<file path="src/hdl/hvg_ram.sv">
// Generic single-port-write, registered-read RAM.
`timescale 1ns / 1ps
module hvg_ram #(
  parameter int WIDTH = 8,
  parameter int DEPTH = 16
) (
  input  logic                     clk,
  input  logic                     we,
  input  logic [$clog2(DEPTH)-1:0] waddr,
  input  logic [WIDTH-1:0]         wdata,
  input  logic [$clog2(DEPTH)-1:0] raddr,
  output logic [WIDTH-1:0]         rdata
);
  logic [WIDTH-1:0] mem [DEPTH];
  always_ff @(posedge clk) begin
    if (we) mem[waddr] <= wdata;
    rdata <= mem[raddr];
  end
endmodule

</file>
<file path="config.mk">
export PLATFORM = sky130hd
export DESIGN_NAME = hvg_ram
export DESIGN_NICKNAME = d
export VERILOG_FILES = /design/src/hdl/hvg_ram.sv
export SDC_FILE = /design/constraint.sdc
export NUM_CORES = 1
export LEC_CHECK = 0
export BUFFER_PORTS_ARGS = -buffer_cell sky130_fd_sc_hd__buf_4
export CAP_MARGIN = 20
export CORE_MARGIN = 2
export CORE_UTILIZATION = 50
export CTS_CLUSTER_DIAMETER = 150
export DETAILED_ROUTE_END_ITERATION = 7
export PLACE_DENSITY = 0.67
export SLEW_MARGIN = 5
export SYNTH_ARGS = -nofsm -noshare
export SYNTH_HDL_FRONTEND = slang
export SYNTH_SLANG_ARGS = --single-unit
</file>
<file path="constraint.sdc">
create_clock -name clk -period 2.01 [get_ports clk]
set_clock_uncertainty 0.1 [all_clocks]
set_input_delay 0.3015 -clock clk [delete_from_list [all_inputs] [get_ports clk]]
set_output_delay 0.3015 -clock clk [all_outputs]
set_load 0.01 [all_outputs]
</file>
Yosys cells after proc, flatten, opt, wreduce, memory -nomap -nowiden
Memory sizes are Yosys's and may differ from the RTL's. A register that Yosys moved wholly into a read port is not among the register bits.
Index checks and enable logic that the tools add are counted.
W data, S select, Z words.
Cells by class
  mux-type cells: 2
Operators by type and width (number)
  $mux W1: 2
Storage, ports and cells
  bits in registers: 0
  memory bits (writable): 128
  bits of input ports: 18
  output and inout bits: 8
  logic and storage cells: 3
  memories: 1
Memories
  mem: depth 16, width 8, rd ports 1, clocked after memory_dff 1, write ports 1, RTL line 14  | logic [WIDTH-1:0] mem [DEPTH];

Longest topological paths before layout
  word-level depth: 2
  gate-level depth with buffers: 5
  depth with buffers taken out: 3

Least setup slack after synthesis
No wires, ideal clock.
  kind: input to register
  start point: in waddr[2]
  end point: mem mem[0][0] (enable)
  library setup time: 0.383 ns
  data arrival time: 1.411 ns
  required time: 1.527 ns
  path slack: 0.116 ns
  stages: 2
  path buffers: 0
  cells stage by stage: or3b_2 -> nor3_1
RTL lines
  start: declaration: RTL line 9  | input logic [$clog2(DEPTH)-1:0] waddr,
  end: declaration: RTL line 14
No word-level cell before the write port.

==> impl_metrics.prom <==
# TYPE chip_impl_metric gauge
chip_impl_metric{name="fill_cells",unit=""} 683
chip_impl_metric{name="asyncSetResetFlopFracSynth",unit="%"} 0
chip_impl_metric{name="cts_max_level",unit=""} 4
chip_impl_info{name="synth_top_flop_cell",value="sky130_fd_sc_hd__edfxtp_1"} 1
chip_impl_metric{name="worst_path_arrival",unit="ns"} 1.75
chip_impl_info{name="ctsRootBufferMaster",value="sky130_fd_sc_hd__clkbuf_8"} 1
chip_impl_metric{name="use_met1",unit="%"} 26.2
chip_impl_info{name="main_combinational_cell_family_by_area_after_synthesis",value="multiplexers"} 1
chip_impl_metric{name="timing.critical_path.required",unit="ns"} 2.29
chip_impl_metric{name="grt_antenna_before_repair",unit=""} 0
chip_impl_metric{name="ys_warn_count",unit=""} 0
chip_impl_metric{name="holdWs",unit="ns"} 0.223
chip_impl_metric{name="finalHoldViolCount",unit=""} 0
chip_impl_info{name="synth.top_cells.by_count",value="128 x sky130_fd_sc_hd__edfxtp_1, 18 x sky130_fd_sc_hd__mux4_2, 16 x sky130_fd_sc_hd__a22oi_1"} 1
chip_impl_metric{name="grt.met2_usage",unit="%"} 30.3
chip_impl_metric{name="die_h",unit="um"} 105
chip_impl_info{name="post-synth-top-count-cell",value="sky130_fd_sc_hd__edfxtp_1"} 1
chip_impl_metric{name="post_cts_resize_count",unit=""} 0
chip_impl_metric{name="final.min_clock_period",unit="ns"} 1.46
chip_impl_metric{name="viasPerCell",unit=""} 5.58
chip_impl_metric{name="instances_no_fill",unit=""} 443
chip_impl_info{name="global_route.peak_usage_layer",value="met2"} 1
chip_impl_metric{name="finalInstanceArea",unit="mm2"} 0.00629
chip_impl_info{name="crit_path_end_kind",value="flop"} 1
chip_impl_metric{name="final_layout_size_suffix_gt1_share",unit="%"} 30.9
chip_impl_info{name="crit_path_start_kind",value="flop"} 1
chip_impl_metric{name="clock_sink_count",unit=""} 136
chip_impl_metric{name="remaining_drc_errors",unit=""} 0
chip_impl_metric{name="number_of_enable_type_register_cells_in_the_synthesized_netlist",unit=""} 128
chip_impl_metric{name="nets_final",unit=""} 312
chip_impl_metric{name="synthesis.area",unit="mm2"} 0.00515
chip_impl_metric{name="fin_ws",unit="ns"} 0.550
chip_impl_metric{name="cts_hold_buf",unit=""} 8
chip_impl_metric{name="hpwl_after_detailed_placement",unit="um"} 6090
chip_impl_metric{name="synth_compound_gate_area_share",unit="%"} 2.33
chip_impl_info{name="worst_hold_path_type",value="in2reg"} 1
chip_impl_metric{name="io_buffers",unit=""} 25
chip_impl_metric{name="mapped_nets",unit=""} 247
chip_impl_metric{name="yosys_register_bits",unit=""} 136
chip_impl_metric{name="placed_cells_incl_taps",unit=""} 403
chip_impl_metric{name="core_area",unit="mm2"} 0.0101
chip_impl_metric{name="die_w",unit="um"} 105
chip_impl_metric{name="totalWireLength",unit="um"} 9750
chip_impl_info{name="synth_largest_area_cell",value="sky130_fd_sc_hd__edfxtp_1"} 1
chip_impl_metric{name="xor_xnor_share_of_the_synthesized_area",unit="%"} 0
chip_impl_metric{name="synth_sequential_area_ratio",unit="%"} 77.8
chip_impl_metric{name="placement.cell_area",unit="mm2"} 0.00562
chip_impl_metric{name="post-cts-setup-buffers",unit=""} 0
chip_impl_metric{name="synth.lib_cells_used.distinct",unit=""} 19
chip_impl_metric{name="drt-pass1-iter-count",unit=""} 4
chip_impl_metric{name="netlist.area_leader.share",unit="%"} 74.7
chip_impl_metric{name="post_synth_fa_ha_maj_area_fraction",unit="%"} 0
chip_impl_metric{name="static-leakage-power",unit="nW"} 2.17
chip_impl_info{name="rsz0062_at_grt",value="no"} 1
chip_impl_info{name="run_status",value="complete, no violations"} 1
chip_impl_metric{name="final.setup.tns",unit="ns"} 0
chip_impl_metric{name="final-max-slew-violation-count",unit=""} 0
chip_impl_metric{name="achievable-frequency",unit="MHz"} 685
chip_impl_info{name="timing.setup.critical_path_class",value="reg2reg"} 1
chip_impl_metric{name="boundaryPins",unit=""} 26
chip_impl_metric{name="avgSynthCellArea",unit="um2"} 22.5
chip_impl_metric{name="layout-area-overhead-vs-synth",unit="%"} 22.3
chip_impl_metric{name="detailroute.via_count",unit=""} 2472
chip_impl_metric{name="gr-usage-all-layers",unit="%"} 19.3
chip_impl_metric{name="worstSkewPairLatency",unit="ns"} 0.51
chip_impl_metric{name="route.antenna.remaining_nets",unit=""} 0
chip_impl_metric{name="worst-slew-pin-transition",unit="ns"} 0.461
chip_impl_metric{name="gr-total-overflow",unit=""} 0
chip_impl_metric{name="timing.final.crit_share",unit="%"} 72.7
chip_impl_metric{name="routedWlPerCell",unit="um"} 22.0
chip_impl_info{name="synthTopCellsByArea",value="sky130_fd_sc_hd__edfxtp_1 75%, sky130_fd_sc_hd__mux4_2 7.9%, sky130_fd_sc_hd__mux4_1 7.1%"} 1
chip_impl_metric{name="grt_util_met3",unit="%"} 5.19
chip_impl_metric{name="cts_max_path_buffers",unit=""} 2
chip_impl_metric{name="antenna_diode_count",unit=""} 0
chip_impl_metric{name="maxCapViolations",unit=""} 0
chip_impl_metric{name="cts-buffers-inserted",unit=""} 17
chip_impl_metric{name="drt_iter0_drc",unit=""} 154
chip_impl_metric{name="timing.slew.headroom",unit="%"} 69.3
chip_impl_metric{name="grt_first_pass_wirelength",unit="um"} 14900
chip_impl_metric{name="grt_start_max_net_pins",unit=""} 30
chip_impl_metric{name="floorplan.initialDensity",unit="%"} 50.8
chip_impl_metric{name="cts.clk_slew.worst_paths",unit="ns"} 0.06
chip_impl_metric{name="power_density_of_the_placed_cells",unit="mW/mm2"} 1040
chip_impl_info{name="tritoncts_clock_tree",value="built"} 1
chip_impl_metric{name="vias_in_the_first_global_route",unit=""} 2494
chip_impl_metric{name="worst_ir_drop_on_vdd",unit="mV"} 0.485
chip_impl_metric{name="die-area",unit="mm2"} 0.0111
chip_impl_metric{name="synth.area.mux_share",unit="%"} 15.0
chip_impl_metric{name="pre_cts_slack",unit="ns"} 0.119
chip_impl_metric{name="count_of_mapped_cells_out_of_synthesis",unit=""} 229
chip_impl_metric{name="simple_gate_share_of_the_synthesized_area",unit="%"} 3.18
chip_impl_metric{name="report.final.setup_viol",unit=""} 0
chip_impl_metric{name="gpl.final_weighted_congestion",unit=""} 0.759
chip_impl_metric{name="rows",unit=""} 37
chip_impl_metric{name="path_max_fanout",unit=""} 1
==> sequential cells by signal, summed over array words and instances, names as in the netlist <==
signal	count
mem	128
rdata	8
==> stage by stage <==
step / power [mW] / util [%]
3_5_place_dp: 3.58 / 55.4
5_1_grt: 6.78 / 62.1
4_1_cts: 6.64 / 62.1
3_3_place_gp: 3.56 / 55.4
6_report: 6.57 / 62.1
2_1_floorplan: 3.41 / -
==> layer usage <==
layer | share of wire, % | wire length (um) | up-vias
met4 | 0.71 | 69 | 0
met3 | 4.9 | 476 | 6
met5 | 0 | 0 | -
li1 | - | - | 1104
met2 | 52 | 5070 | 76
met1 | 42 | 4130 | 1286
==> kinds of logic (layout without fill, tap and decap cells) <==
group / after synthesis / in the layout
and+or+nand+nor: 35 / 35
muxes: 32 / 32
buffers and inverters: 10 / 88
AOI/OAI and AO/OA: 16 / 16
DFF: 136 / 136
==> cell usage in the layout (no fill, tap or decap), drive strengths merged <==
| cell | n |
|---|---|
| and2 | 1 |
| dlygate4sd3 | 8 |
| nor2 | 13 |
| clkinv | 5 |
| or3b | 1 |
| nand2 | 9 |
| dfxtp | 8 |
| clkbuf | 24 |
| buf | 48 |
| and2b | 1 |
| nor3 | 4 |
| mux4 | 32 |
| nand2b | 2 |
| nor2b | 1 |
| bufinv | 3 |
| edfxtp | 128 |
| a22oi | 16 |
| nand3b | 2 |
| nand3 | 1 |
==> cell type report <==
type,count,area (um2),area share [%]
timing repair buffer,56,465,7.39
clock inverter,8,118,1.87
sequential,136,4000,63.6
tap,136,170,2.70
multi-input combinational,83,1060,16.8
clock buffer,24,480,7.63
==> where the power goes <==
part           switching, mW  internal, mW  leakage, nW  total (mW)
Sequential            0.0205          3.17         1.22        3.19
Combinational          0.168         0.162        0.654       0.330
Clock                   1.04          2.01        0.296        3.05
Total                   1.23          5.35         2.17        6.57
==> final timing paths <==
check,from,end,slack (ns),cells past startpoint
setup / recovery,mem[9][2]$_DFFE_PP_,rdata[2]$_DFF_P_,0.55,3
hold / removal,waddr[0],mem[12][6]$_DFFE_PP_,0.22,3
setup reg to reg,mem[9][2]$_DFFE_PP_,rdata[2]$_DFF_P_,0.55,3
hold reg to reg,mem[6][0]$_DFFE_PP_,rdata[0]$_DFF_P_,0.57,3
==> worst max-delay path, cell delays in order, from the launching register on <==
cell and delay [ns]:
sky130_fd_sc_hd__edfxtp_1 0.37, sky130_fd_sc_hd__mux4_1 0.52, sky130_fd_sc_hd__a22oi_1 0.27, sky130_fd_sc_hd__nand2_1 0.08
(Power assumes the default switching activity.)
