File: config.mk
export PLATFORM = sky130hd
export DESIGN_NAME = hvg_div
export DESIGN_NICKNAME = d
export VERILOG_FILES = /design/src/hdl/hvg_pkg.sv /design/src/hdl/hvg_div.sv
export SDC_FILE = /design/constraint.sdc
export NUM_CORES = 1
export LEC_CHECK = 0
export ABC_AREA = 1
export BUFFER_PORTS_ARGS = -buffer_cell sky130_fd_sc_hd__buf_2
export CAP_MARGIN = 20
export CORE_UTILIZATION = 47
export CTS_BUF_LIST = sky130_fd_sc_hd__clkbuf_8
export DETAILED_ROUTE_END_ITERATION = 12
export GPL_ROUTABILITY_DRIVEN = 0
export PLACE_DENSITY = 0.69
export SETUP_SLACK_MARGIN = 0.3
export SLEW_MARGIN = 20
export SYNTH_ARGS = -nofsm -noshare
export SYNTH_HDL_FRONTEND = slang
export SYNTH_SLANG_ARGS = --single-unit
File: constraint.sdc
create_clock -name clk -period 6.7 [get_ports clk]
set_input_delay 0.67 -clock clk [delete_from_list [all_inputs] [get_ports clk]]
set_output_delay 0.67 -clock clk [all_outputs]
set_load 0.03 [all_outputs]
File: src/hdl/hvg_pkg.sv
// Package: shared widths, constants and types for the voxel subsampler.
`timescale 1ns / 1ps
package hvg_pkg;
  localparam int BUCKETS     = 1024;
  localparam int COUNT_BITS  = 16;
  localparam int IDX_BITS    = $clog2(BUCKETS);
  localparam int SUM_BITS    = 24 + COUNT_BITS;
  localparam int ENTRY_BITS  = 3 * 32 + 3 * SUM_BITS + COUNT_BITS;
  localparam int CFG_IDX_BITS = 3;

  localparam logic [CFG_IDX_BITS-1:0] REG_INV   = 3'd0;
  localparam logic [CFG_IDX_BITS-1:0] REG_HX    = 3'd1;
  localparam logic [CFG_IDX_BITS-1:0] REG_HY    = 3'd2;
  localparam logic [CFG_IDX_BITS-1:0] REG_HZ    = 3'd3;
  localparam logic [CFG_IDX_BITS-1:0] REG_MINC  = 3'd4;

  localparam logic OP_ADD  = 1'b0;
  localparam logic OP_READ = 1'b1;

  typedef struct packed {
    logic [31:0]         vx;
    logic [31:0]         vy;
    logic [31:0]         vz;
    logic [SUM_BITS-1:0] sx;
    logic [SUM_BITS-1:0] sy;
    logic [SUM_BITS-1:0] sz;
    logic [COUNT_BITS-1:0] cnt;
  } entry_t;

  // Divider request and reply between top level and divider.
  typedef struct packed {
    logic                start;
    logic [SUM_BITS-1:0] sx;
    logic [SUM_BITS-1:0] sy;
    logic [SUM_BITS-1:0] sz;
    logic [COUNT_BITS-1:0] n;
  } div_req_t;

  typedef struct packed {
    logic       done;
    logic [23:0] qx;
    logic [23:0] qy;
    logic [23:0] qz;
  } div_rsp_t;
endpackage

File: src/hdl/hvg_div.sv
// Restoring divider: three signed sums by one count, one quotient bit a cycle.
`timescale 1ns / 1ps
module hvg_div (
  input  logic              clk,
  input  logic              rst_n,
  input  hvg_pkg::div_req_t req,
  output hvg_pkg::div_rsp_t rsp
);
  localparam int SB = hvg_pkg::SUM_BITS;
  localparam int CB = hvg_pkg::COUNT_BITS;
  localparam int STEP_BITS = $clog2(SB + 1);

  logic [SB-1:0] qx_r, qy_r, qz_r;
  logic [CB:0]   rx_r, ry_r, rz_r;
  logic [CB-1:0] n_r;
  logic [2:0]    neg_r;
  logic [STEP_BITS-1:0] step_r;
  logic busy_r, done_r;

  function automatic logic [SB-1:0] mag(input logic [SB-1:0] s);
    return s[SB-1] ? (~s + 1'b1) : s;
  endfunction

  function automatic logic [CB:0] rem_step(input logic [CB:0] r, input logic b,
                                           input logic [CB-1:0] n);
    logic [CB+1:0] t;
    t = {r, b};
    return (t >= {2'b00, n}) ? CB'(0) | (CB+1)'(t - {2'b00, n}) : t[CB:0];
  endfunction

  function automatic logic [23:0] fix(input logic [SB-1:0] q, input logic ng);
    logic [SB-1:0] v;
    v = ng ? (~q + 1'b1) : q;
    return v[23:0];
  endfunction

  always_ff @(posedge clk) begin
    if (!rst_n) begin
      busy_r <= 1'b0;
      done_r <= 1'b0;
      step_r <= '0;
    end else begin
      done_r <= 1'b0;
      if (req.start) begin
        busy_r <= 1'b1;
        step_r <= STEP_BITS'(SB);
        qx_r   <= mag(req.sx);
        qy_r   <= mag(req.sy);
        qz_r   <= mag(req.sz);
        neg_r  <= {req.sz[SB-1], req.sy[SB-1], req.sx[SB-1]};
        n_r    <= req.n;
        rx_r   <= '0;
        ry_r   <= '0;
        rz_r   <= '0;
      end else if (busy_r) begin
        rx_r <= rem_step(rx_r, qx_r[SB-1], n_r);
        ry_r <= rem_step(ry_r, qy_r[SB-1], n_r);
        rz_r <= rem_step(rz_r, qz_r[SB-1], n_r);
        qx_r <= {qx_r[SB-2:0], ({rx_r, qx_r[SB-1]} >= {1'b0, n_r})};
        qy_r <= {qy_r[SB-2:0], ({ry_r, qy_r[SB-1]} >= {1'b0, n_r})};
        qz_r <= {qz_r[SB-2:0], ({rz_r, qz_r[SB-1]} >= {1'b0, n_r})};
        step_r <= step_r - 1'b1;
        if (step_r == STEP_BITS'(1)) begin
          busy_r <= 1'b0;
          done_r <= 1'b1;
        end
      end
    end
  end

  assign rsp.done = done_r;
  assign rsp.qx   = fix(qx_r, neg_r[0]);
  assign rsp.qy   = fix(qy_r, neg_r[1]);
  assign rsp.qz   = fix(qz_r, neg_r[2]);
endmodule
# After elaboration in Yosys (flattened, before gate mapping)
# Cells that the tools add are included.
# word_totals
ff_bits	198
latchBits	0
ram_bits	0
mem_bits_ro	0
input_bits	139
output_inout_bits	73
wordCells	63
memories	0
# classes
add_sub_neg	10
multipliers	0
div_mod_pow	0
magnitude_cmp	3
n_eq_ne	1
shifts	0
mux	24
n_bitwise	8
n_reduce_logical	5
# ops
cell	n
40-bit 2-to-1 mux	9
40-bit by 1-bit adder with 40-bit output, second input constant	3
40-bit inverter	3
17-bit 2-to-1 mux	6
24-bit by 1-bit adder with 24-bit output, second input constant	3
24-bit 2-to-1 mux	3
24-bit inverter	3
18-bit by 16-bit greater-or-equal comparator with 1-bit output	3
17-bit by 16-bit subtractor with 17-bit output	3
6-bit 2-to-1 mux	2
6-bit by 1-bit == test with 1-bit output, second input constant	1
6-bit by 1-bit subtractor with 6-bit output, second input constant	1
1-bit 2-to-1 mux	4
2-bit AND reduction	2
3-bit OR reduction	1
1-bit inverter	2
2-bit nonzero test	1
2-bit OR reduction	1

# Logic depth before layout (Yosys ltp)
# depth
word_depth	4
ltp_mapped	14
depth_no_buf	14

# Worst setup path before layout
# OpenSTA, ideal clock, no wires.
# synth_timing
kind	input port to flip-flop
from	input req[136] in the netlist's numbering
to	register qx_r[0], enable pin
setup_ps	539
t_arrival_ps	4593
t_required_ps	6161
path_slack_ps	1568
stages	3
n_path_buf	1
cell_sequence	buf_2 nand2_1 nand2_1
# synth_via
elab_chain_cells	2
# synth_lines
element	line_no	rtl
start, declared	hvg_div.sv:6	input hvg_pkg::div_req_t req,
2-bit nonzero test (no line)	--	
2-bit AND reduction (no line)	--	
end signal, assigned	hvg_div.sv:47	qx_r <= mag(req.sx);
end signal, assigned	hvg_div.sv:59	qx_r <= {qx_r[SB-2:0], ({rx_r, qx_r[SB-1]} >= {1'b0, n_r})};
end, declared	hvg_div.sv:13	logic [SB-1:0] qx_r, qy_r, qz_r;
# No other way between the ends.
# A chain may end at the register's enable or synchronous reset.

==> summary.md <==
| Metric | Value |
|---|---|
| Outcome | `finished, final reports clean` |
| HP Class | `input port to register` |
| Syn Inst Count | `approximately 2500` |
| Hold Buf Count CTS | `0` |
| Die W | `around 190 um` |
| Fin crit period | `between 3000 and 4000 ps` |
| Worst Setup End Kind | `output port` |
| CTS HTree Levels | `4` |
| Non-Filler Instances | `between 3000 and 4000` |
| Count leader, synth | `nand2_1` |
| Antenna viol nets, final | `0` |
| Area occupied by multi-input gates | `~9400 um^2` |
| Max Clk Rate | `299 MHz` |
| # IOs | `212` |
| Pre-antenna DRT Iters | `6` |
| Share of layout cells above drive strength 1 | `0.113` |
| Tcrit/Tclk final | `0.499` |
| Initial DRC Count | `between 1000 and 1500` |
| VDD IR max | `~0.16 mV` |
| Max_cap viols | `0` |
| First-pass GRT wire length | `~75000 um` |
| Final setup violation count | `0` |
| EDFF count, synth | `190` |
| Largest area contributor in the synthesized netlist | `edfxtp_1` |
| Yosys warnings | `0` |
| Register Area | `5870 um^2` |
| Top FF cell, synth | `edfxtp_1` |
| Total global-route track usage | `0.259` |
| Pwr Total | `just under 0.004 W` |
| Vert. Die Dim | `roughly 190 um` |
| Post-DP HPWL | `roughly 36000 um` |
| DRC | `0` |
| Final net count | `~2800` |
| Initial antenna violation count | `3` |
| CORE AREA | `about 35000 um^2` |
| Pin count of the biggest net entering global routing | `160` |
| Detailed-route via count | `about 17000` |
| Fin Setup TNS | `0 ps` |
| Relative max-transition margin | `0.279` |
| Wirelength, routed | `around 47000 um` |
| Post-CTS setup buffer count | `0` |
| Worst skew pair latency | `around 500 ps` |
| Post-CTS resize count | `0` |
| Sequential area share after synthesis | `0.352` |
| CP peak stage delay | `~400 ps` |
| Clock Tree Buf Depth | `2` |
| Clk root buf | `clkbuf_8` |
| I/O Buffers | `about 210` |
| Placed cells | `roughly 3100` |
| Skew final | `24.0 ps` |
| Crit path cell chain | `inv_1, ha_1, nand2_1, nor2_1, inv_1, nor2_1, nand2_1, nand2_1, o21ai_1, nor2_1, xor2_1, buf_2` |
| GRT Residual Overflow | `0` |
| Clock Sinks | `198` |
| Worst EP arrival | `2670 ps` |
| TritonCTS clock tree | `done` |
| Startpoint Class | `register` |
| DR WL/cell | `approximately 15 um` |
| Clk pin slew, worst setup/hold paths | `110 ps` |
| Die area | `between 30000 and 40000 um^2` |
| Initial Util | `0.480` |
| Commonest cells in the netlist | `785 x nand2_1, 361 x nor2_1, 278 x inv_1` |
| Worst-path maximum fanout | `3` |
| Avg Cell Area, Syn | `between 6 and 7 um^2` |
| Top cell type's share of synthesized area | `0.342` |
| Critical path type | `register to output port` |
| Final Hold Violating Endpoints | `0` |
| Worst Tran Pin Value | `1080 ps` |
| Ys async rst share | `0` |
| Row count | `just under 70` |
| RSZ-0062 raised after global routing | `no` |
| Cts bufs inserted | `17` |
| Leakage | `8.75 nW` |
| Pwr/cell area | `between 200 and 250 nW/um^2` |
| Pins Over Slew Limit | `0` |
| Vias/cell | `roughly 5.4` |
| Vias in the first global route | `~15000` |
| Critical-path top delay cell | `edfxtp_1` |
| Worst Path Required | `~6000 ps` |
| Fillers | `roughly 3400` |
| Dominant cells by area after synthesis | `edfxtp_1 34%, nand2_1 18%, nor2_1 8.1%` |
| Syn Nets | `around 2700` |
| Cell variety after synth | `46` |
| Layout area overhead | `10.4%` |
| Seq cells post-synth | `between 150 and 200` |
| Mapped Area | `around 17000 um^2` |
stage by stage:
stage	worst slack (ps)	util	cell area (um^2)	hold slack [ps]
after detailed placement	3810	0.518	18000	470
after CTS	3310	0.530	18400	309
after global routing	3020	0.530	18400	306
final	3360	0.530	18400	343
after global placement	3820	0.518	18000	459
after floorplan	1570	-	16700	446
logic make-up (layout without fill, tap and decap cells):
| logic type | count (synthesis) | in the layout | share of synthesized area |
|---|---|---|---|
| AOI/OAI and AO/OA | 234 | 234 | 0.0761 |
| xor gates and xnor gates | 132 | 132 | 0.0694 |
| adders and majority gates | 59 | 59 | 0.0456 |
| buffers and inverters | 354 | 530 | 0.0853 |
| DFF | 198 | 198 | 0.352 |
| other | 0 | 3 | 0 |
| and+or+nand+nor | 1482 | 1482 | 0.372 |
layer usage:
metal	vias up	global-route usage	share of wire
li1	8298	-	-
met1	7572	0.361	0.45
met2	640	0.405	0.45
met3	85	0.0340	0.072
met4	0	0.106	0.034
met5	-	0	0
where the power goes:
| part | switching (W) | total (W) | internal (W) | leakage (nW) |
|---|---|---|---|---|
| clock | 0.000521 | 0.000809 | 0.000288 | 0.209 |
| sequential | 0.0000991 | 0.00164 | 0.00154 | 1.91 |
| combinational | 0.00100 | 0.00149 | 0.000484 | 6.63 |
| total | 0.00162 | 0.00393 | 0.00231 | 8.75 |
flip-flops by register name, indices dropped and copies added (netlist names):
| name | flops |
|---|---|
| qx_r | 40 |
| busy_r | 1 |
| done_r | 1 |
| neg_r | 3 |
| qz_r | 40 |
| n_r | 16 |
| rx_r | 17 |
| ry_r | 17 |
| step_r | 6 |
| rz_r | 17 |
| qy_r | 40 |
cell usage in the layout (no fill, tap or decap), types with 4 or more instances in the layout:
master    count
a21oi_1      54
a21oi_2       5
a31oi_1      16
buf_2       210
clkbuf_8     17
clkinv_8      4
dfxtp_1       8
edfxtp_1    190
ha_1         56
inv_1       279
inv_2         5
inv_6         5
inv_8         4
nand2_1     784
nand2_2       9
nand3_1     210
nand3_2      10
nand3b_1     19
nand4_1      38
nor2_1      361
nor2_2       11
nor3_1       24
nor4_1        5
o21ai_0     128
o21ai_1      10
o21ai_2       6
xnor2_1      48
xor2_1       84
worst paths after layout:
check	start	end	slack (ps)	depth (start not counted)
max	qy_r[0]$_DFFE_PP_	rsp[38]	3360	12
min	req[1]	n_r[1]$_DFFE_PP_	340	1
max reg2reg	qx_r[39]$_DFFE_PP_	rx_r[14]$_SDFFCE_PP0P_	3890	10
min reg2reg	step_r[5]$_SDFFE_PN0N_	step_r[5]$_SDFFE_PN0N_	490	2
worst max-delay path, delay by kind of cell, from the launching register on:
| family | cells | cell delay (ps) |
|---|---|---|
| AOI/OAI and AO/OA | 1 | 120 |
| xor gates and xnor gates | 1 | 290 |
| adders and majority gates | 1 | 200 |
| and+or+nand+nor | 6 | 740 |
| buffers and inverters | 3 | 430 |
| DFF | 1 | 400 |
layout make-up:
type | instances | share of cell area
multi-input cells | 1907 | 0.510
flip-flops and latches | 198 | 0.319
repair buffers | 214 | 0.0594
inverters | 284 | 0.0582
well taps | 455 | 0.0309
clock buffers | 17 | 0.0127
clock inverters | 15 | 0.00945
diodes | 3 | 0.000408
Power figures use the tool's default switching activity.
